$ cat config.mk
export PLATFORM = sky130hd
export DESIGN_NAME = mntg_norm
export DESIGN_NICKNAME = d
export VERILOG_FILES = /design/src/hdl/mntg_pkg.sv /design/src/hdl/mntg_div.sv /design/src/hdl/mntg_norm.sv
export SDC_FILE = /design/constraint.sdc
export NUM_CORES = 2
export LEC_CHECK = 0
export BUFFER_PORTS_ARGS = -buffer_cell sky130_fd_sc_hd__buf_4
export CORE_ASPECT_RATIO = 1.25
export CORE_UTILIZATION = 35
export DETAILED_ROUTE_END_ITERATION = 8
export GPL_ROUTABILITY_DRIVEN = 0
export PLACE_DENSITY = 0.58
export SYNTH_ARGS = -nofsm -noshare
export SYNTH_HDL_FRONTEND = slang
export SYNTH_SLANG_ARGS = --single-unit
export TNS_END_PERCENT = 5
$ cat constraint.sdc
create_clock -name clk -period 21.2 [get_ports clk]
set_input_delay 2.12 -clock clk [delete_from_list [all_inputs] [get_ports clk]]
set_output_delay 2.12 -clock clk [all_outputs]
set_load 0.01 [all_outputs]
$ cat src/hdl/mntg_pkg.sv
// Shared constants, opcodes, handshake structs and saturating adders for the mesh normal block.
`timescale 1ns / 1ps
`default_nettype none
package mntg_pkg;

	localparam int VIDX_W   = 10;
	localparam int FIDX_W   = 11;
	localparam int VCNT_W   = VIDX_W + 1;
	localparam int FCNT_W   = FIDX_W + 1;
	localparam int MAX_VERTICES = 1 << VIDX_W;
	localparam int MAX_FACES    = 1 << FIDX_W;
	localparam int COORD_W  = 16;
	localparam int DIFF_W   = COORD_W + 1;
	localparam int PROD_W   = 2 * DIFF_W;
	localparam int VEC_W    = 36;
	localparam int NRM_W    = 16;
	localparam int NSUM_W   = 20;
	localparam int TSUM_W   = 21;
	localparam int DIVD_W   = 48;
	localparam int DVSR_W   = 36;
	localparam int QUO_W    = 21;
	localparam int NBITS_W  = 5;
	localparam int LEN_W    = 32;
	localparam int SQ_W     = 64;
	localparam int RED_W    = 30;
	localparam int UNIT_SHIFT = 14;
	localparam int TAN_FRAC   = 12;
	localparam int TAN_OVF    = 9;

	localparam logic [NBITS_W-1:0] NORM_QBITS = NBITS_W'(15);
	localparam logic [NBITS_W-1:0] TAN_QBITS  = NBITS_W'(QUO_W);
	localparam logic [TSUM_W-1:0]  TAN_SAT    = {1'b0, {(TSUM_W-1){1'b1}}};

	localparam logic [2:0] OP_LOAD_VERTEX = 3'd0;
	localparam logic [2:0] OP_LOAD_FACE   = 3'd1;
	localparam logic [2:0] OP_COMPUTE     = 3'd2;
	localparam logic [2:0] OP_READ        = 3'd3;
	localparam logic [2:0] OP_CLEAR       = 3'd4;

	typedef struct packed {
		logic                     start;
		logic signed [VEC_W-1:0]  x;
		logic signed [VEC_W-1:0]  y;
		logic signed [VEC_W-1:0]  z;
	} norm_req_t;

	typedef struct packed {
		logic                     done;
		logic signed [NRM_W-1:0]  x;
		logic signed [NRM_W-1:0]  y;
		logic signed [NRM_W-1:0]  z;
	} norm_rsp_t;

	typedef struct packed {
		logic                     start;
		logic [DIVD_W-1:0]        dividend;
		logic [DVSR_W-1:0]        divisor;
		logic [NBITS_W-1:0]       nbits;
	} div_req_t;

	typedef struct packed {
		logic                     done;
		logic [QUO_W-1:0]         quotient;
	} div_rsp_t;

	function automatic logic [VEC_W-1:0] mag_v(input logic signed [VEC_W-1:0] x);
		return x[VEC_W-1] ? VEC_W'(-x) : VEC_W'(x);
	endfunction

	function automatic logic signed [NSUM_W-1:0] nsum_add(input logic signed [NSUM_W-1:0] s,
		input logic signed [NRM_W-1:0] d);
		logic signed [NSUM_W:0] t;
		t = (NSUM_W+1)'(s) + (NSUM_W+1)'(d);
		if (t[NSUM_W] != t[NSUM_W-1])
			return t[NSUM_W] ? {1'b1, {(NSUM_W-1){1'b0}}} : {1'b0, {(NSUM_W-1){1'b1}}};
		return t[NSUM_W-1:0];
	endfunction

	function automatic logic signed [TSUM_W-1:0] tsum_add(input logic signed [TSUM_W-1:0] s,
		input logic signed [TSUM_W-1:0] d);
		logic signed [TSUM_W:0] t;
		t = (TSUM_W+1)'(s) + (TSUM_W+1)'(d);
		if (t[TSUM_W] != t[TSUM_W-1])
			return t[TSUM_W] ? {1'b1, {(TSUM_W-1){1'b0}}} : {1'b0, {(TSUM_W-1){1'b1}}};
		return t[TSUM_W-1:0];
	endfunction

endpackage
`default_nettype wire

$ cat src/hdl/mntg_div.sv
// Restoring divider, one quotient bit per cycle, quotient known to fit nbits.
`timescale 1ns / 1ps
`default_nettype none
module mntg_div import mntg_pkg::*; (
	input  wire logic clk,
	input  wire logic arst_n,
	input  wire div_req_t req,
	output      div_rsp_t rsp
);

	localparam int DS_W = DVSR_W + QUO_W - 1;

	logic                busy_q;
	logic                done_q;
	logic [NBITS_W-1:0]  cnt_q;
	logic [DIVD_W-1:0]   rem_q;
	logic [DS_W-1:0]     ds_q;
	logic [QUO_W-1:0]    quo_q;
	logic                fits;

	assign fits = DS_W'(rem_q) >= ds_q;

	always_ff @(posedge clk or negedge arst_n) begin
		if (!arst_n) begin
			busy_q <= 1'b0;
			done_q <= 1'b0;
			cnt_q  <= '0;
		end else begin
			done_q <= 1'b0;
			if (!busy_q && req.start) begin
				busy_q <= 1'b1;
				cnt_q  <= req.nbits;
			end else if (busy_q) begin
				cnt_q <= cnt_q - NBITS_W'(1);
				if (cnt_q == NBITS_W'(1)) begin
					busy_q <= 1'b0;
					done_q <= 1'b1;
				end
			end
		end
	end

	always_ff @(posedge clk) begin
		if (!busy_q && req.start) begin
			rem_q <= req.dividend;
			ds_q  <= DS_W'(req.divisor) << (req.nbits - NBITS_W'(1));
			quo_q <= '0;
		end else if (busy_q) begin
			if (fits)
				rem_q <= rem_q - ds_q[DIVD_W-1:0];
			quo_q <= {quo_q[QUO_W-2:0], fits};
			ds_q  <= ds_q >> 1;
		end
	end

	assign rsp.done     = done_q;
	assign rsp.quotient = quo_q;

endmodule
`default_nettype wire

$ cat src/hdl/mntg_norm.sv
// Vector normalizer to Q1.14: magnitude, range reduction, squares, bitwise root, divides.
`timescale 1ns / 1ps
`default_nettype none
module mntg_norm import mntg_pkg::*; (
	input  wire logic      clk,
	input  wire logic      arst_n,
	input  wire norm_req_t req,
	output      norm_rsp_t rsp
);

	localparam logic [2:0] N_IDLE    = 3'd0;
	localparam logic [2:0] N_SHIFT   = 3'd1;
	localparam logic [2:0] N_SQ      = 3'd2;
	localparam logic [2:0] N_SQRT    = 3'd3;
	localparam logic [2:0] N_DIVGO   = 3'd4;
	localparam logic [2:0] N_DIVWAIT = 3'd5;

	logic [2:0]              state_q;
	logic                    done_q;
	logic [VEC_W-1:0]        a_q [3];
	logic [2:0]              neg_q;
	logic [1:0]              i_q;
	logic [SQ_W-1:0]         acc_q;
	logic [SQ_W-1:0]         x_q;
	logic [SQ_W-1:0]         r_q;
	logic [4:0]              k_q;
	logic signed [NRM_W-1:0] o_q [3];

	logic [VEC_W-1:0]        m;
	logic [2:0]              shamt;
	logic [2*RED_W-1:0]      sq;
	logic [SQ_W-1:0]         bitv;
	logic [SQ_W-1:0]         trial;
	logic [LEN_W-1:0]        len;
	logic [NRM_W-2:0]        q;
	div_req_t                dreq;
	div_rsp_t                drsp;

	mntg_div u_div (.clk(clk), .arst_n(arst_n), .req(dreq), .rsp(drsp));

	always_comb begin
		m = a_q[0];
		if (a_q[1] > m) m = a_q[1];
		if (a_q[2] > m) m = a_q[2];
		shamt = '0;
		for (int j = RED_W; j < VEC_W; j++)
			if (m[j]) shamt = 3'(j - RED_W + 1);
	end

	assign sq    = a_q[i_q][RED_W-1:0] * a_q[i_q][RED_W-1:0];
	assign bitv  = SQ_W'(1) << {k_q, 1'b0};
	assign trial = r_q + bitv;
	assign len   = r_q[LEN_W-1:0];
	assign q     = drsp.quotient[NRM_W-2:0];

	assign dreq.start    = (state_q == N_DIVGO);
	assign dreq.dividend = (DIVD_W'(a_q[i_q][RED_W-1:0]) << UNIT_SHIFT) + DIVD_W'(len >> 1);
	assign dreq.divisor  = DVSR_W'(len);
	assign dreq.nbits    = NORM_QBITS;

	always_ff @(posedge clk or negedge arst_n) begin
		if (!arst_n) begin
			state_q <= N_IDLE;
			done_q  <= 1'b0;
		end else begin
			done_q <= 1'b0;
			unique case (state_q)
				N_IDLE: begin
					if (req.start) state_q <= N_SHIFT;
				end
				N_SHIFT: begin
					if (m == '0) begin
						done_q  <= 1'b1;
						state_q <= N_IDLE;
					end else begin
						state_q <= N_SQ;
					end
				end
				N_SQ: begin
					if (i_q == 2'd2) state_q <= N_SQRT;
				end
				N_SQRT: begin
					if (k_q == '0) state_q <= N_DIVGO;
				end
				N_DIVGO: state_q <= N_DIVWAIT;
				N_DIVWAIT: begin
					if (drsp.done) begin
						if (i_q == 2'd2) begin
							done_q  <= 1'b1;
							state_q <= N_IDLE;
						end else begin
							state_q <= N_DIVGO;
						end
					end
				end
				default: state_q <= N_IDLE;
			endcase
		end
	end

	always_ff @(posedge clk) begin
		unique case (state_q)
			N_IDLE: begin
				if (req.start) begin
					a_q[0] <= mag_v(req.x);
					a_q[1] <= mag_v(req.y);
					a_q[2] <= mag_v(req.z);
					neg_q  <= {req.z[VEC_W-1], req.y[VEC_W-1], req.x[VEC_W-1]};
				end
			end
			N_SHIFT: begin
				if (m == '0) begin
					for (int i = 0; i < 3; i++) o_q[i] <= '0;
				end
				for (int i = 0; i < 3; i++) a_q[i] <= a_q[i] >> shamt;
				i_q   <= '0;
				acc_q <= '0;
			end
			N_SQ: begin
				acc_q <= acc_q + SQ_W'(sq);
				if (i_q == 2'd2) begin
					x_q <= acc_q + SQ_W'(sq);
					r_q <= '0;
					k_q <= 5'd31;
				end else begin
					i_q <= i_q + 2'd1;
				end
			end
			N_SQRT: begin
				if (x_q >= trial) begin
					x_q <= x_q - trial;
					r_q <= (r_q >> 1) + bitv;
				end else begin
					r_q <= r_q >> 1;
				end
				k_q <= k_q - 5'd1;
				if (k_q == '0) i_q <= '0;
			end
			N_DIVWAIT: begin
				if (drsp.done) begin
					o_q[i_q] <= neg_q[i_q] ? -NRM_W'(q) : NRM_W'(q);
					if (i_q != 2'd2) i_q <= i_q + 2'd1;
				end
			end
			default: ;
		endcase
	end

	assign rsp.done = done_q;
	assign rsp.x    = o_q[0];
	assign rsp.y    = o_q[1];
	assign rsp.z    = o_q[2];

endmodule
`default_nettype wire

Word-level counts from Yosys, hierarchy flattened
Memories as Yosys holds them, arrays and structs flattened. A register that Yosys moved wholly into a read port is not among the register bits.
Cells that the tools add are included.
{"block": "classes", "add_sub_neg": 13, "mul": 1, "order_cmp": 5, "n_eq_ne": 15, "shift": 4, "muxes": 69, "n_bitwise": 3, "n_reduce_logical": 17}
{"cell": "64-bit case mux with 2 select lines", "count": 3}
{"cell": "36-bit two-way mux", "count": 8}
{"cell": "64-bit two-way mux", "count": 4}
{"cell": "48-bit two-way mux", "count": 3}
{"cell": "36-bit negator", "count": 3}
{"cell": "36-bit by 3-bit right shift with 36-bit output", "count": 3}
{"cell": "46-bit two-way mux", "count": 2}
{"cell": "36-bit > comparator", "count": 2}
{"cell": "63-bit by 64-bit adder with 64-bit output", "count": 1}
{"cell": "64-bit by 60-bit adder with 64-bit output", "count": 1}
{"cell": "64-bit adder", "count": 1}
{"cell": "64-bit greater-or-equal comparator", "count": 1}
{"cell": "1-bit by 6-bit << shifter with 64-bit output, first input constant", "count": 1}
{"cell": "64-bit subtractor", "count": 1}
{"cell": "30-bit by 30-bit multiplier with 60-bit output", "count": 1}
{"cell": "48-bit by 46-bit greater-or-equal comparator with 1-bit output", "count": 1}
{"cell": "48-bit by 46-bit subtractor with 48-bit output", "count": 1}
{"cell": "44-bit by 31-bit adder with 45-bit output", "count": 1}
{"cell": "36-bit logical NOT", "count": 1}
{"cell": "16-bit two-way mux", "count": 2}
{"cell": "3-bit two-way mux", "count": 8}
{"cell": "1-bit two-way mux", "count": 22}
{"cell": "2-bit two-way mux", "count": 9}
{"cell": "3-bit case mux with 6 select lines", "count": 1}
{"cell": "other kinds (28)", "count": 46}
{"block": "word_totals", "ff_bits": 322, "mem_bits_rw": 156, "memories": 2}
{"name": "a_q", "depth": 3, "word_bits": 36, "rd": 4, "rd_ports_with_merged_regs": 1, "write_ports": 3, "line": "mntg_norm.sv:20", "rtl": "logic [VEC_W-1:0] a_q [3];"}
{"name": "o_q", "depth": 3, "word_bits": 16, "rd": 3, "rd_ports_with_merged_regs": 0, "write_ports": 3, "line": "mntg_norm.sv:27", "rtl": "logic signed [NRM_W-1:0] o_q [3];"}

Longest topological paths before layout
An unclocked memory read counts as a cell.
{"block": "depth", "ltp_word": 13, "ltp_mapped": 39, "depth_no_buf": 34}

Cells and area by module
A second synthesis with hierarchy kept.
{"block": "unflattened", "hier_cells": 7720, "hier_area_um2": 69761.9}
{"module": "mntg_norm", "n_inst": 1, "cells_per_inst": 6504, "area_each_um2": 59234.3, "seq_area_each_um2": 10890.4}
{"module": "mntg_div", "n_inst": 1, "cells_per_inst": 1216, "area_each_um2": 10527.6, "seq_area_each_um2": 3718.6}

Least setup slack after synthesis
No wires, ideal clock.
{"block": "synth_path", "path_type": "flip-flop to flip-flop", "start": "reg (tool-made name)", "end": "reg x_q[62], data pin", "arrival_time_ns": 9.497, "slack_ns": 11.435, "path_stages_with_launch": 35, "path_buffers": 6, "period_less_slack_ns": 9.765, "path_cell_list": "dfxtp_1 buf_1 clkbuf_1 clkbuf_1 mux2i_1 o21a_1 inv_1 clkbuf_1 buf_1 nand2_1 fa_1 inv_1 fa_1 inv_1 fa_1 fa_1 inv_1 fa_1 fa_1 fa_1 fa_1 ha_1 clkbuf_1 a21o_1 a21o_1 a21oi_1 o21ai_0 o21ai_0 nand3_1 o41ai_1 o21ba_2 o21ai_0 a21boi_0 xor2_1 o21ai_0"}
{"item": "end signal, assigned", "line": "mntg_norm.sv:122", "rtl": "x_q <= acc_q + SQ_W'(sq);"}
{"item": "end signal, assigned", "line": "mntg_norm.sv:131", "rtl": "x_q <= x_q - trial;"}
{"item": "end, declared", "line": "mntg_norm.sv:24", "rtl": "logic [SQ_W-1:0] x_q;"}

==> impl_metrics.tcl <==
set metrics [dict create \
    outcome "finished, final reports clean" \
    place_hpwl_um 165000 \
    area_delta_synth_final_pct 9.09 \
    fin_cells 9584 \
    skew_ns 0.0803 \
    clk_pin_slew_ns 0.06 \
    clockRootBuffer "clkbuf_16" \
    drive_above_1_share 0.0634 \
    totalWireLength_um 211000 \
    ys_types 88 \
    numCtsBuffers 60 \
    startpoint_type "flop" \
    fillers 18400 \
    slew-limit-headroom 0.187 \
    drtAntennaViolNets 0 \
    final-seq-area_um2 14100 \
    via_per_inst 5.44 \
    multi_input_area_um2 45500 \
    synth_edf_count 438 \
    period_minus_slack_ns 10.94 \
    drcViolationCount 0 \
    initial_core_util 0.352 \
    via_count 52100 \
    die_area_um2 187000 \
    crit_required_ns 21.63 \
    yosysWarnings 0 \
    path_max_fanout 30 \
    synth_nets 8512 \
    cts.sinks 480 \
    grt_util_met3 0.0375 \
    ys_ff_latch 480 \
    max-clock-path-buffers 3 \
    cts_setup_buffers 0 \
    h-tree-depth 2 \
    hold_violations 0 \
    clock.fmax_ghz 0.0914 \
    avgSynthCellArea_um2 9.10 \
    timing.final.max_slew_violations 0 \
    tightestPinTransition_ns 1.22 \
    grt_remaining_overflow 0 \
    p_leak_nw 33.1 \
    fp.dieH_um 483 \
    cts_tree "done" \
    die_w_um 387 \
    wl_per_cell_um 22.0 \
    rr_worst_depth 26 \
    endpoint "x_q[62]" \
    io_pins 160 \
    setup_tns_ns 0 \
    grt_pass1_wl_um 322000 \
    dr.pass1.iters 6 \
    dp_cells 9472 \
    top_usage_layer "met2" \
    num_rows 176 \
    path_class "flop to flop" \
    syn_inst 7111 \
    hold_class "flop to flop" \
    seq_area_frac_synth 0.217 \
    synth_top_flop_cell "edfxtp_1" \
    worst-endpoint-arrival_ns 11.37 \
    rsz0062_at_grt "no" \
    ctsResizeCount 0 \
    ff2ff_setup_slack_ns 10.26 \
    ir_drop_uv 77.0 \
    met2_usage 0.389 \
    drv_cap 0 \
    finalSetupViolCount 0 \
    path_common_cell "fa_1" \
    grt_use_total 0.224 \
    syn-cell-area_um2 64700 \
    power_density_nw_per_um2 44.4 \
    core_um2 184000 \
    clk_latency_ns 0.76 \
    grt_start_max_net_pins 117 \
    antenna_found_initial 3 \
    fin_crit_sh 0.516 \
    final_nets 8532 \
    holdBufCountCts 0 \
    crit_slowest_cell "dfxtp_2" \
    synthArstFlopShare 0.0229 \
    r2r_end "x_q[62]" \
    port_buffers 159 \
    max_stage_delay_ns 0.91 \
    grt_pass1_vias 54200 \
    drt_iter0_drc 3621 \
    gr-usage-met1 0.260 \
    end_kind "flop" \
]
-- report_power, final --
part	internal, mW	switching, mW	total (mW)
Clock	0.608	0.477	1.09
Sequential	1.17	0.0444	1.21
Combinational	0.362	0.472	0.834
Total	2.14	0.993	3.13
-- flip-flops by register name, indices dropped and copies added, names as in the netlist, 15 cells and up, named ones only --
name	cells
a_q	108
acc_q	64
r_q	64
x_q	64
o_q	48
u_div.rem_q	48
u_div.ds_q	46
u_div.quo_q	15
-- per-layer routing --
| layer | up-vias | share of wire | wire length [um] |
|---|---|---|---|
| li1 | 24000 | - | - |
| met1 | 25700 | 0.38 | 80800 |
| met2 | 1887 | 0.48 | 102000 |
| met3 | 574 | 0.065 | 13600 |
| met4 | 2 | 0.068 | 14400 |
| met5 | - | 0.00011 | 24 |
-- cell usage in the layout (no fill, tap or decap), types with 20 or more instances in the layout --
cell | Yosys | layout
a211oi_1 | 48 | 48
a21o_1 | 128 | 128
a21oi_1 | 364 | 364
a22o_1 | 38 | 38
a31o_2 | 20 | 20
a31oi_1 | 82 | 81
and2_1 | 35 | 35
and3_1 | 35 | 35
buf_4 | 5 | 252
clkbuf_16 | 0 | 62
dfxtp_1 | 31 | 29
edfxtp_1 | 438 | 438
fa_1 | 752 | 752
ha_1 | 538 | 538
inv_1 | 1088 | 1087
mux2i_1 | 226 | 226
nand2_1 | 661 | 658
nand2b_1 | 61 | 60
nand3_1 | 64 | 64
nand4_1 | 74 | 74
nor2_1 | 655 | 654
nor2b_1 | 56 | 55
nor3_1 | 61 | 59
nor4_1 | 45 | 45
o21a_1 | 50 | 49
o21ai_0 | 328 | 319
o21bai_1 | 46 | 46
o22ai_1 | 85 | 85
o31ai_1 | 52 | 52
or3_1 | 28 | 28
xnor2_1 | 183 | 183
xor2_1 | 249 | 249
-- through the flow --
stage / setup slack [ns] / util / power, mW / instance area, um2 / hold WS [ns]
6_report: 10.26 / 0.384 / 3.13 / 70600 / 0.463
5_1_grt: 9.82 / 0.384 / 3.30 / 70600 / 0.491
4_1_cts: 10.46 / 0.384 / 3.15 / 70600 / 0.466
3_5_place_dp: 10.53 / 0.373 / 2.06 / 68600 / 0.450
3_3_place_gp: 10.67 / 0.373 / 2.04 / 68600 / 0.442
2_1_floorplan: 11.44 / - / 1.86 / 64700 / 0.428
-- final cells by class --
type                       instances  area share
clock buffer                      74      0.0230
timing repair buffer             253      0.0271
tap                             2403      0.0426
inverter                        1095      0.0582
sequential                       480       0.199
antenna                            2   0.0000709
multi-input combinational       5241       0.644
clock inverter                    36     0.00565
-- logic make-up after synthesis --
kind of cell               synth area share
and+or+nand+nor                       0.128
AOI/OAI and AO/OA                     0.138
buffers and inverters                0.0823
adders and majority gates             0.337
DFF                                   0.217
xor gates and xnor gates             0.0585
muxes                                0.0384
-- critical path: cells and delay by family (launching register included) --
family | cells | cell delay (ns)
buf+inv | 4 | 0.86
mux | 1 | 0.29
fa+ha+maj | 9 | 4.47
compound gates | 8 | 3.17
flops | 1 | 0.91
xor+xnor | 1 | 0.20
simple gates | 3 | 0.66
-- cells in the mapped netlist (14+ instances only) --
cell type | count | area, um2
clkbuf_1 | 223 | 837
o21ai_0 | 328 | 1640
a31oi_1 | 82 | 513
dfxtp_1 | 31 | 621
or4_1 | 19 | 143
nor3_1 | 61 | 305
ha_1 | 538 | 6730
mux2_2 | 19 | 214
inv_1 | 1088 | 4080
a22oi_1 | 18 | 135
o21bai_1 | 46 | 345
or2_2 | 14 | 87.6
a21oi_1 | 364 | 1820
o22ai_1 | 85 | 532
and3_1 | 35 | 219
nor2_1 | 655 | 2460
and2_1 | 35 | 219
mux2i_1 | 226 | 2260
a221oi_1 | 15 | 131
xor2_1 | 249 | 2180
edfxtp_1 | 438 | 13200
nand2b_1 | 61 | 382
o211ai_1 | 15 | 113
o41ai_1 | 19 | 166
nand4_1 | 74 | 463
nor2b_1 | 56 | 350
a211oi_1 | 48 | 360
o21a_1 | 50 | 375
nand2_1 | 661 | 2480
a22o_1 | 38 | 333
fa_1 | 752 | 15100
or3_1 | 28 | 175
a211o_1 | 15 | 131
nor4_1 | 45 | 282
o31ai_1 | 52 | 390
xnor2_1 | 183 | 1600
a31o_2 | 20 | 175
nand3_1 | 64 | 320
buf_2 | 35 | 175
buf_1 | 26 | 97.6
a21o_1 | 128 | 961
-- worst min-delay path by stage --
stage                    from              to  slack [ns]  cells past startpoint
2_1_floorplan  u_div.ds_q[11]  u_div.ds_q[10]        0.43                      2
4_1_cts        u_div.ds_q[13]  u_div.ds_q[12]        0.47                      2
5_1_grt        u_div.ds_q[13]  u_div.ds_q[12]        0.49                      2
6_report       u_div.ds_q[13]  u_div.ds_q[12]        0.46                      2
3_3_place_gp   u_div.ds_q[11]  u_div.ds_q[10]        0.44                      2
3_5_place_dp    u_div.ds_q[8]   u_div.ds_q[7]        0.45                      2
No activity file was read; power rests on OpenSTA's default activity.
