### config.mk
export PLATFORM = sky130hd
export DESIGN_NAME = mntg_div
export DESIGN_NICKNAME = d
export VERILOG_FILES = /design/src/hdl/mntg_pkg.sv /design/src/hdl/mntg_div.sv
export SDC_FILE = /design/constraint.sdc
export NUM_CORES = 1
export LEC_CHECK = 0
export ABC_AREA = 1
export BUFFER_PORTS_ARGS = -buffer_cell sky130_fd_sc_hd__buf_2
export CORE_ASPECT_RATIO = 1.5
export CORE_MARGIN = 4
export CORE_UTILIZATION = 30
export CTS_BUF_LIST = sky130_fd_sc_hd__clkbuf_16
export DETAILED_ROUTE_END_ITERATION = 10
export SLEW_MARGIN = 10
export SYNTH_ARGS = -nofsm -noshare
export SYNTH_HDL_FRONTEND = slang
export SYNTH_SLANG_ARGS = --single-unit
### constraint.sdc
create_clock -name clk -period 3.4 [get_ports clk]
set_input_delay 0.68 -clock clk [delete_from_list [all_inputs] [get_ports clk]]
set_output_delay 0.68 -clock clk [all_outputs]
set_load 0.1 [all_outputs]
### src/hdl/mntg_pkg.sv
// Shared constants, opcodes, handshake structs and saturating adders for the mesh normal block.
`timescale 1ns / 1ps
`default_nettype none
package mntg_pkg;

	localparam int VIDX_W   = 10;
	localparam int FIDX_W   = 11;
	localparam int VCNT_W   = VIDX_W + 1;
	localparam int FCNT_W   = FIDX_W + 1;
	localparam int MAX_VERTICES = 1 << VIDX_W;
	localparam int MAX_FACES    = 1 << FIDX_W;
	localparam int COORD_W  = 16;
	localparam int DIFF_W   = COORD_W + 1;
	localparam int PROD_W   = 2 * DIFF_W;
	localparam int VEC_W    = 36;
	localparam int NRM_W    = 16;
	localparam int NSUM_W   = 20;
	localparam int TSUM_W   = 21;
	localparam int DIVD_W   = 48;
	localparam int DVSR_W   = 36;
	localparam int QUO_W    = 21;
	localparam int NBITS_W  = 5;
	localparam int LEN_W    = 32;
	localparam int SQ_W     = 64;
	localparam int RED_W    = 30;
	localparam int UNIT_SHIFT = 14;
	localparam int TAN_FRAC   = 12;
	localparam int TAN_OVF    = 9;

	localparam logic [NBITS_W-1:0] NORM_QBITS = NBITS_W'(15);
	localparam logic [NBITS_W-1:0] TAN_QBITS  = NBITS_W'(QUO_W);
	localparam logic [TSUM_W-1:0]  TAN_SAT    = {1'b0, {(TSUM_W-1){1'b1}}};

	localparam logic [2:0] OP_LOAD_VERTEX = 3'd0;
	localparam logic [2:0] OP_LOAD_FACE   = 3'd1;
	localparam logic [2:0] OP_COMPUTE     = 3'd2;
	localparam logic [2:0] OP_READ        = 3'd3;
	localparam logic [2:0] OP_CLEAR       = 3'd4;

	typedef struct packed {
		logic                     start;
		logic signed [VEC_W-1:0]  x;
		logic signed [VEC_W-1:0]  y;
		logic signed [VEC_W-1:0]  z;
	} norm_req_t;

	typedef struct packed {
		logic                     done;
		logic signed [NRM_W-1:0]  x;
		logic signed [NRM_W-1:0]  y;
		logic signed [NRM_W-1:0]  z;
	} norm_rsp_t;

	typedef struct packed {
		logic                     start;
		logic [DIVD_W-1:0]        dividend;
		logic [DVSR_W-1:0]        divisor;
		logic [NBITS_W-1:0]       nbits;
	} div_req_t;

	typedef struct packed {
		logic                     done;
		logic [QUO_W-1:0]         quotient;
	} div_rsp_t;

	function automatic logic [VEC_W-1:0] mag_v(input logic signed [VEC_W-1:0] x);
		return x[VEC_W-1] ? VEC_W'(-x) : VEC_W'(x);
	endfunction

	function automatic logic signed [NSUM_W-1:0] nsum_add(input logic signed [NSUM_W-1:0] s,
		input logic signed [NRM_W-1:0] d);
		logic signed [NSUM_W:0] t;
		t = (NSUM_W+1)'(s) + (NSUM_W+1)'(d);
		if (t[NSUM_W] != t[NSUM_W-1])
			return t[NSUM_W] ? {1'b1, {(NSUM_W-1){1'b0}}} : {1'b0, {(NSUM_W-1){1'b1}}};
		return t[NSUM_W-1:0];
	endfunction

	function automatic logic signed [TSUM_W-1:0] tsum_add(input logic signed [TSUM_W-1:0] s,
		input logic signed [TSUM_W-1:0] d);
		logic signed [TSUM_W:0] t;
		t = (TSUM_W+1)'(s) + (TSUM_W+1)'(d);
		if (t[TSUM_W] != t[TSUM_W-1])
			return t[TSUM_W] ? {1'b1, {(TSUM_W-1){1'b0}}} : {1'b0, {(TSUM_W-1){1'b1}}};
		return t[TSUM_W-1:0];
	endfunction

endpackage
`default_nettype wire

### src/hdl/mntg_div.sv
// Restoring divider, one quotient bit per cycle, quotient known to fit nbits.
`timescale 1ns / 1ps
`default_nettype none
module mntg_div import mntg_pkg::*; (
	input  wire logic clk,
	input  wire logic arst_n,
	input  wire div_req_t req,
	output      div_rsp_t rsp
);

	localparam int DS_W = DVSR_W + QUO_W - 1;

	logic                busy_q;
	logic                done_q;
	logic [NBITS_W-1:0]  cnt_q;
	logic [DIVD_W-1:0]   rem_q;
	logic [DS_W-1:0]     ds_q;
	logic [QUO_W-1:0]    quo_q;
	logic                fits;

	assign fits = DS_W'(rem_q) >= ds_q;

	always_ff @(posedge clk or negedge arst_n) begin
		if (!arst_n) begin
			busy_q <= 1'b0;
			done_q <= 1'b0;
			cnt_q  <= '0;
		end else begin
			done_q <= 1'b0;
			if (!busy_q && req.start) begin
				busy_q <= 1'b1;
				cnt_q  <= req.nbits;
			end else if (busy_q) begin
				cnt_q <= cnt_q - NBITS_W'(1);
				if (cnt_q == NBITS_W'(1)) begin
					busy_q <= 1'b0;
					done_q <= 1'b1;
				end
			end
		end
	end

	always_ff @(posedge clk) begin
		if (!busy_q && req.start) begin
			rem_q <= req.dividend;
			ds_q  <= DS_W'(req.divisor) << (req.nbits - NBITS_W'(1));
			quo_q <= '0;
		end else if (busy_q) begin
			if (fits)
				rem_q <= rem_q - ds_q[DIVD_W-1:0];
			quo_q <= {quo_q[QUO_W-2:0], fits};
			ds_q  <= ds_q >> 1;
		end
	end

	assign rsp.done     = done_q;
	assign rsp.quotient = quo_q;

endmodule
`default_nettype wire

Yosys cells after proc, flatten, opt, wreduce, memory -nomap -nowiden
Cells that the tools add are included.
Storage, ports and cells
  register bits: 132
  RAM bits: 0
  bits in latches: 0
  logic and storage cells: 30
  memories: 0
  memory bits (read-only): 0
  input bits: 92
  output and inout port bits: 22
Operators by class
  multiplexer cells: 13
  eq/ne operators: 1
  shift-type cells: 1
  magnitude comparators: 1
  bitwise operators: 0
  add/subtract/negate cells: 3
  $mul: 0
  reductions and logical operators: 5
  div/mod/pow operators: 0
Operators by type and width (count)
  48-bit 2-to-1 mux: 3
  56-bit 2-to-1 mux: 2
  48-bit by 56-bit >= comparator with 1-bit output: 1
  36-bit by 5-bit << shifter with 56-bit output: 1
  48-bit subtractor: 1
  5-bit 2-to-1 mux: 2
  5-bit by 1-bit subtractor with 5-bit output, second input constant: 2
  1-bit 2-to-1 mux: 6
  5-bit by 1-bit == test with 1-bit output, second input constant: 1
  2-bit nonzero test: 2
  2-bit AND reduction: 1
  1-bit logical AND: 1
  1-bit logical NOT: 1

Depth between registers and ports, before layout
Gate-level depths: netlist (run 1).
  depth in word-level cells: 4
  depth in mapped cells: 15
  gate-level depth less buffers: 15

Worst setup path after synthesis (run 1)
OpenSTA, ideal clock, no wires.
  kind: reg-to-reg
  start: register rem_q[0]
  end: register rem_q[0], enable pin
  cell stages (with the launch flop): 15
  setup time: 584 ps
  arrival time: 2504 ps
  path slack: 312 ps
  path buffers: 0
  clock period less this slack: 3088 ps
  data required time: 2816 ps
  cell sequence: edfxtp_1 > inv_1 > ha_1 > inv_1 > fa_1 > nand2_1 > nand2_1 > nand2_1 > nand2_1 > nand2_1 > nand3_2 > nand2_1 > nand2_1 > nand2_1 > nand2_1
Between the ends
  longest elaborated chain between the ends: 3
Ends and longest elaborated chain
  from (decl): RTL line mntg_div.sv:16  | logic [DIVD_W-1:0] rem_q;
  from (signal assigned): RTL line mntg_div.sv:45  | rem_q <= req.dividend;
  from (signal assigned): RTL line mntg_div.sv:50  | rem_q <= rem_q - ds_q[DIVD_W-1:0];
  48-bit by 56-bit >= comparator with 1-bit output: RTL line mntg_div.sv:21  | assign fits = DS_W'(rem_q) >= ds_q;
  2-bit nonzero test (no source line)
  2-bit AND reduction (no source line)
No other way between the ends.
A chain may end at the register's enable or synchronous reset.

Worst setup path after layout (run 1)
  start: register rem_q[0]
  end: register rem_q[35], enable pin
Same word-level chain as after synthesis.

==> impl_metrics.yaml, run 1 <==
synthesis:
  ys_ff_latch: 132
  ys.warnings.count: 0
  synth_area_per_cell_um2: 6.41
  seq_area_frac_synth: 0.314
  netlist_area_um2: 11800
  synth_top_cell_area_share: 0.264
  synth_largest_area_cell: "edfxtp_1"
  netlist-cell-type-count: 46
  synth.top_cells.by_area: "edfxtp_1 (26%), nand2_1 (21%), inv_1 (10%)"
  yosys.cell_count.top_type: "nand2_1"
  synthCells: 1847
  synth-main-ff-cell: "edfxtp_1"
  synth_commonest_cells: "nand2_1 (671), inv_1 (325), nand3_1 (168)"
  async_flop_share: 0.0530
  syn-num-nets: 1991
  synth_enable_flop_cells: 104
grt:
  grtUsageTotal: 0.189
  grt_overflow: 0
  grt_pass1_vias: 11800
  antenna_found_initial: 1
  grt_pass1_wl_um: 62800
  grt_start_max_net_pins: 73
sta:
  tns_ps: 0
  hold_slack_ps: 48.1
  finalCritPeriodShare: 0.817
  period_needed_ps: 2780
  slew_viol_final: 0
  worst_slew_margin_rel: 0.531
  max_freq_ghz: 0.360
  hold_viol_final: 0
  finalClockSkew_ps: 10.7
  setup_viol: 0
  tightest_slew_ps: 704
  rsz0062_at_grt: "false"
detailed_routing:
  ant_nets: 0
  vias_per_cell: 4.93
  vias: 12000
  wl_per_cell_um: 16.7
  drc: 0
  drtIter0Drc: 990
  routed_wl_um: 40800
  drt_pass1_iterations: 8
place:
  dpl_cell_area_um2: 12800
  dp.cells: 2410
  io_buffers: 113
  hpwlAfterDp_um: 32800
  gp_congestion: 1.01
status:
  status: "finished clean"
floorplan:
  rows: 88
  dieHeight_um: 251
  die-area_um2: 42700
  start_util: 0.305
  fp.coreArea_um2: 38800
  io_pins: 114
  die_w_um: 170
clock_tree:
  clock_latency_ps: 450
  cts_root_buf: "clkbuf_16"
  hold_buffers: 0
  clock-sinks: 132
  clk_path_buf_depth: 2
  h-tree-depth: 4
  cts_tree: "yes"
  post_cts_buffers: 0
  clk_pin_slew_ps: 70
  cts_buffers: 17
  ctsResizeCount: 0
cells_and_area:
  areaGrowthSynthToFinish_pct: 13.4
  nNetsFinal: 2078
  fin_area_um2: 13400
  fin_cells: 2443
  drive_gt1_frac: 0.0996
pwr:
  finalPower_uw: 16200
  p_per_area_nw_per_um2: 1210
  p_leak_uw: 0.00666
  vdd_drop_max_v: 0.000588
critical_path:
  worst_setup_path_start_kind: "flip-flop"
  worst_ep_arrival_time_ps: 2940
  path_class: "flip-flop to flip-flop"
  cp_data_required_time_ps: 3570
  critical_path.endpoint_type: "flip-flop"
  crit_fanout: 48
run:
  drv_cap: 0
min_path:
  hold_class: "input pin to asynchronous set/reset pin"
==> cells by family after synthesis <==
logic type,count (synthesis),synth area share
buf+inv,394,0.136
xor+xnor,26,0.0221
fa+ha+maj,52,0.0556
compound gates,232,0.118
flops,132,0.314
simple gates,1010,0.353
mux,1,0.000846
==> report_power, final <==
part	internal [µW]	switching [µW]
combinational	3380	7480
sequential	3140	384
clock	1040	832
==> critical path: stages (launching register included) <==
cell and delay (ps):
edfxtp_1 360, inv_1 70, ha_1 130, inv_1 80, fa_1 460, nand2_1 100
nand2_1 130, nand2_1 90, nand2_1 100, nand2_1 90, nand3_2 130, nand2_1 130
nand2_1 60, nand2_1 200, nand2_2 100, buf_12 200
==> state kept, by name, summed over array words and instances, names as in the netlist <==
register and count:
cnt_q 5, done_q 1, busy_q 1, ds_q 56, quo_q 21, rem_q 48
==> stage by stage <==
stage / setup slack, ps / utilization
after floorplan: 312 / -
after global placement: 542 / 0.331
after detailed placement: 475 / 0.331
after CTS: 603 / 0.346
after global routing: 394 / 0.346
final: 623 / 0.346
==> path summary, 6_finish.rpt <==
kind	startpoint	to	slack, ps	cells past startpoint
worst min register to register	quo_q[20]	quo_q[20]	450	2
max in group asynchronous	arst_n	cnt_q[2]	3190	1
worst min-delay path	arst_n	cnt_q[4]	50	1
min in group clk	quo_q[20]	quo_q[20]	450	2
worst max-delay path	rem_q[0]	rem_q[35]	620	15
worst max register to register	rem_q[0]	rem_q[35]	620	15
==> layout by cell type, fill, tap and decap left out, types with 8 or more instances in the layout <==
master	n
buf_2	113
buf_4	14
inv_1	325
o22ai_1	23
a21oi_1	35
o21ai_0	58
dfxtp_1	21
clkbuf_16	19
or2_2	15
a22oi_1	8
nand4_1	10
o21ai_1	36
xnor2_1	20
nor2_1	104
nand2_1	670
or2_1	20
ha_1	51
o211ai_1	60
edfxtp_1	104
nand3_1	168
==> final cells by class <==
cell class | instances | area (µm²)
inverters | 333 | 1250
clock buffers | 19 | 475
fillers | 4248 | 25300
flip-flops and latches | 132 | 3720
diodes | 1 | 2.50
multi-input cells | 1321 | 6520
repair buffers | 129 | 711
well taps | 495 | 619
clock inverters | 13 | 110
==> metal layers <==
metal	GRT usage	up-vias	wire length, µm	part of all wire
met5	0	-	0	0
met4	0.118	0	2590	0.064
met3	0.0242	105	1890	0.046
met2	0.324	380	20000	0.49
met1	0.222	5456	16300	0.40
li1	-	6096	-	-
(Power assumes the default switching activity.)
==> run 2: changes to the inputs <==
Settings changed: ABC_AREA 1 to 0.
Clock period 3.4 ns to 2.9 ns, I/O delays scaled along.
==> impl_metrics.yaml, run 2 <==
grt:
  grt_pass1_vias: 9426
  grt_pass1_wl_um: 48900
  grt_start_max_net_pins: 48
  antenna_found_initial: 0
  grtUsageTotal: 0.167
  grt_overflow: 0
clock_tree:
  cts_tree: "yes"
  clk_path_buf_depth: 2
  clk_pin_slew_ps: 70
  clock_latency_ps: 450
  h-tree-depth: 4
  cts_buffers: 17
  cts_root_buf: "clkbuf_16"
  clock-sinks: 132
sta:
  hold_viol_final: 0
  setup_viol: 66
  slew_viol_final: 0
  period_needed_ps: 3360
  finalCritPeriodShare: 1.16
  finalClockSkew_ps: 11.0
  rsz0062_at_grt: "true"
  worst_slew_margin_rel: 0.548
  tns_ps: -23260
  hold_slack_ps: 411
  setup_ws_ps: -460
  max_freq_ghz: 0.298
  tightest_slew_ps: 675
critical_path:
  crit_fanout: 18
  cp_data_required_time_ps: 3100
  path_class: "flip-flop to flip-flop"
  worst_setup_path_start_kind: "flip-flop"
  critical_path.endpoint_type: "flip-flop"
  worst_ep_arrival_time_ps: 3560
cells_and_area:
  largest_reg_flops: 56
  largest_registers: "ds_q (56), rem_q (48), quo_q (21)"
  nNetsFinal: 1570
  layout_common_cells: "buf_4 (195), nand2_1 (163), buf_2 (114)"
  final_common_cell: "buf_4"
  drive_gt1_frac: 0.358
  n_antenna_cell: 0
  top_register: "ds_q"
  areaGrowthSynthToFinish_pct: 40.6
  final_core_util: 0.427
synthesis:
  synth_largest_area_cell: "edfxtp_1"
  ys_ff_latch: 132
  synth_enable_flop_cells: 104
  netlist_area_um2: 10100
  synth_commonest_cells: "nand2_1 (166), a21oi_1 (119), edfxtp_1 (104)"
  synthCells: 1139
  synth-main-ff-cell: "edfxtp_1"
  syn-num-nets: 1283
  ys.warnings.count: 0
  async_flop_share: 0.0530
  netlist-cell-type-count: 68
  synth_area_per_cell_um2: 8.90
  synth_top_cell_area_share: 0.308
  yosys.cell_count.top_type: "nand2_1"
  seq_area_frac_synth: 0.367
  synth.top_cells.by_area: "edfxtp_1 (31%), mux4_2 (6.7%), ha_1 (6.3%)"
place:
  io_buffers: 113
  hpwlAfterDp_um: 23800
  post-place-ws_ps: -495
  gp_congestion: 0.894
floorplan:
  io_pins: 114
  die_w_um: 158
  dieHeight_um: 233
  start_util: 0.304
  fp.coreArea_um2: 33300
  die-area_um2: 36900
  rows: 82
detailed_routing:
  vias: 9462
  wl_per_cell_um: 16.5
  drt_pass1_iterations: 5
  routed_wl_um: 30600
  drtIter0Drc: 536
  vias_per_cell: 5.09
  drc: 0
  ant_nets: 0
status:
  status: "complete, but fails checks"
  violations: "negative setup slack"
run:
  drv_cap: 0
min_path:
  hold_class: "input pin to flip-flop"
[run 2: cell count changes in the layout (fill, tap and decap cells not counted), moves of 54 or more]
cell and change:
a21oi_1 +71, buf_4 +181, inv_1 -268, nand2_1 -507
nand3_1 -152, o211ai_1 -54
[run 2: cell families (layout without fill, tap and decap cells)]
logic type,Yosys count,in the layout,synth area share
DFF,132,132,0.367
AOI/OAI and AO/OA,345,345,0.215
muxes,65,65,0.101
adders and majority gates,52,52,0.0649
buffers and inverters,135,435,0.0512
and+or+nand+nor,359,359,0.156
xor gates and xnor gates,51,51,0.0441
[run 2: area by class of cell]
type,count,area [µm²]
fillers,3195,19100
multi-input cells,872,6670
flip-flops and latches,132,3720
repair buffers,338,2470
well taps,420,526
clock buffers,19,475
inverters,65,244
clock inverters,13,149
[run 2: repair_timing]
item / CTS / global route
setup endpoints to repair: 70 / 73
buffers inserted: 19 / 10
gates cloned: 1 / 2
pin swaps: 43 / 38
hold buffers: 1 / 0
endpoints found under the hold margin: 7 / 0
resized for setup: 69 / 44
[run 2: final timing paths]
path	from	end	slack, ps	depth (start not counted)
max	ds_q[13]	rem_q[1]	-460	13
min	req[82]	rem_q[41]	410	3
max in group asynchronous	arst_n	cnt_q[3]	2210	2
min reg2reg	quo_q[20]	quo_q[20]	480	2
max reg2reg	ds_q[13]	rem_q[1]	-460	13
min in group asynchronous	arst_n	done_q	520	2
[run 2: worst max-delay path, cell delays in order (launching register included)]
cell and delay, ps:
edfxtp_1 420, inv_1 150, ha_4 220, a21oi_1 290, o41ai_4 90, a31o_2 250
a31oi_1 160, a21boi_2 230, o21bai_2 100, a221oi_2 290, o21bai_2 120, a311oi_2 390
o21ai_4 170, buf_12 210
[run 2: metal layers]
metal | GRT usage | share of wire | vias to the layer above
met3 | 0.0232 | 0.030 | 57
met2 | 0.301 | 0.52 | 198
met1 | 0.198 | 0.42 | 4488
li1 | - | - | 4719
met4 | 0.0675 | 0.034 | 0
met5 | 0 | 0 | -
[run 2: stage by stage]
step                      cell area (µm²)  instances
after floorplan                     10400       1139
after global placement              12900       1804
after global routing                14300       1859
final                               14300       1859
after detailed placement            12900       1804
after CTS                           14000       1853
Power of run 2 is not shown: default switching activity piles up to over one toggle a cycle in this logic, so the estimate is an artifact.
==> run 3: changes to the inputs <==
Settings changed: CELL_PAD_IN_SITES_DETAIL_PLACEMENT set to 1, CELL_PAD_IN_SITES_GLOBAL_PLACEMENT set to 2, PLACE_DENSITY_LB_ADDON set to 0.1.
==> impl_metrics.yaml, run 3 (synthesis gave the netlist of run 2 again) <==
status:
  status: "complete, but fails checks"
  violations: "negative setup slack"
grt:
  grt_start_max_net_pins: 57
  met3_usage: 0.0250
  grt_overflow: 0
  grt-busiest-layer: "met2"
  antenna_found_initial: 0
  grtUsageTotal: 0.191
  grt_util_met2: 0.346
  grt_pass1_wl_um: 55500
  grt_pass1_vias: 10300
  grt_util_met1: 0.239
cells_and_area:
  nNetsFinal: 1613
  drive_gt1_frac: 0.379
  final_core_util: 0.435
  areaGrowthSynthToFinish_pct: 43.3
  final_common_cell: "buf_4"
  largest_registers: "ds_q (56), rem_q (48), quo_q (21)"
  n_antenna_cell: 0
  largest_reg_flops: 56
  layout_common_cells: "buf_4 (247), nand2_1 (165), buf_2 (113)"
  top_register: "ds_q"
detailed_routing:
  routed_wl_um: 34600
  drt_pass1_iterations: 6
  vias_per_cell: 5.04
  drc: 0
  vias: 9578
  wl_per_cell_um: 18.2
  drtIter0Drc: 402
  ant_nets: 0
place:
  hpwlAfterDp_um: 27600
  io_buffers: 113
  gp_congestion: 0.812
pwr:
  switchingPower_uw: 9850
  power_switching_share: 0.438
  vdd_drop_max_v: 0.000790
  p_per_area_nw_per_um2: 1550
  p_clk_frac: 0.097
  p_leak_uw: 0.00630
  finalPower_uw: 22500
  internal_power_uw: 12600
  seq_power_share: 0.188
  power_frac_comb: 0.715
critical_path:
  worstPathCellList: "inv_1 -> ha_2 -> inv_2 -> fa_2 -> a21oi_2 -> o21ai_2 -> a21oi_2 -> o221ai_4 -> a21boi_2 -> o21bai_2 -> a221oi_2 -> o21bai_2 -> a311oi_2 -> buf_4 -> o21ai_4 -> buf_12"
  rr_endpoint: "rem_q[5]"
  path_delay_family: "compound AO/OA/AOI/OAI gates"
  cp_num_cells: 16
  reg2reg_slack_ps: -490
  worst_setup_path_start_kind: "flip-flop"
  max_stage_delay_ps: 380
  critical_path.endpoint_type: "flip-flop"
  worst_ep_arrival_time_ps: 3580
  r2r-start: "rem_q[0]"
  crit_path_end: "rem_q[5]"
  critPathLaunch: "rem_q[0]"
  path_class: "flip-flop to flip-flop"
  crit_fanout: 19
  slowest_stage: "edfxtp_1"
  crit_buf_inv: 4
  reg2reg_depth: 16
  cp_data_required_time_ps: 3090
min_path:
  hold_class: "input pin to flip-flop"
floorplan:
  rows: 82
  die_w_um: 158
  io_pins: 114
  die-area_um2: 36900
  start_util: 0.304
  dieHeight_um: 233
  fp.coreArea_um2: 33300
run:
  drv_cap: 0
sta:
  slew_viol_final: 0
  setup_ws_ps: -492
  finalClockSkew_ps: 11.9
  setup_viol: 71
  hold_slack_ps: 408
  tns_ps: -26570
  max_freq_ghz: 0.295
  hold_viol_final: 0
  worst_slew_margin_rel: 0.452
  finalCritPeriodShare: 1.17
  rsz0062_at_grt: "true"
  tightest_slew_ps: 818
  period_needed_ps: 3390
clock_tree:
  cts_buffers: 17
  cts_tree: "yes"
  cts_root_buf: "clkbuf_16"
  clock-sinks: 132
  h-tree-depth: 4
  clk_path_buf_depth: 2
  clock_latency_ps: 440
  clk_pin_slew_ps: 70
==> run 3: tightest hold or removal path: cells and delay by family <==
family / cells / cell delay [ps]
simple gates: 2 / 90
buf+inv: 1 / 80
==> run 3: power groups by stage <==
| stage | sequential, µW | clock [µW] | combinational, µW |
|---|---|---|---|
| 4_1_cts | 4240 | 2240 | 15400 |
| 6_report | 4230 | 2190 | 16100 |
| 2_1_floorplan | 4830 | 0 | 8040 |
| 5_1_grt | 4350 | 2320 | 17700 |
| 3_5_place_dp | 4240 | 0 | 14200 |
| 3_3_place_gp | 4220 | 0 | 13900 |
==> run 3: layer usage <==
layer,routed length [µm],part of all wire,up-vias
met3,744,0.021,28
li1,-,-,4794
met2,18200,0.53,124
met4,469,0.014,0
met1,15200,0.44,4632
met5,0,0,-
==> run 3: what timing repair did <==
| item | CTS | global route |
|---|---|---|
| resized for setup | 63 | 49 |
| pin swaps | 43 | 47 |
| buffers inserted | 14 | 12 |
| hold endpoints to repair | 7 | 0 |
| endpoints found under the setup margin | 73 | 78 |
| hold buffers | 1 | 0 |
==> run 3: worst min path at each step <==
stage	start	endpoint	depth (start not counted)
5_1_grt	req[43]	rem_q[2]	3
3_3_place_gp	arst_n	cnt_q[3]	1
3_5_place_dp	arst_n	cnt_q[3]	1
2_1_floorplan	arst_n	busy_q	0
4_1_cts	req[42]	rem_q[1]	3
6_report	req[42]	rem_q[1]	3
==> run 3: layout make-up <==
class	count	area, µm²
repair buffers	381	2740
fillers	3843	18800
well taps	420	526
multi-input cells	872	6710
clock buffers	18	450
clock inverters	14	133
flip-flops and latches	132	3720
inverters	65	244
==> run 3: metrics by stage <==
stage | instance area, µm² | cells | worst slack [ps]
final | 14500 | 1902 | -492
after floorplan | 10400 | 1139 | -525
after detailed placement | 13300 | 1852 | -676
after global routing | 14500 | 1902 | -734
after CTS | 14200 | 1898 | -558
after global placement | 13300 | 1852 | -555
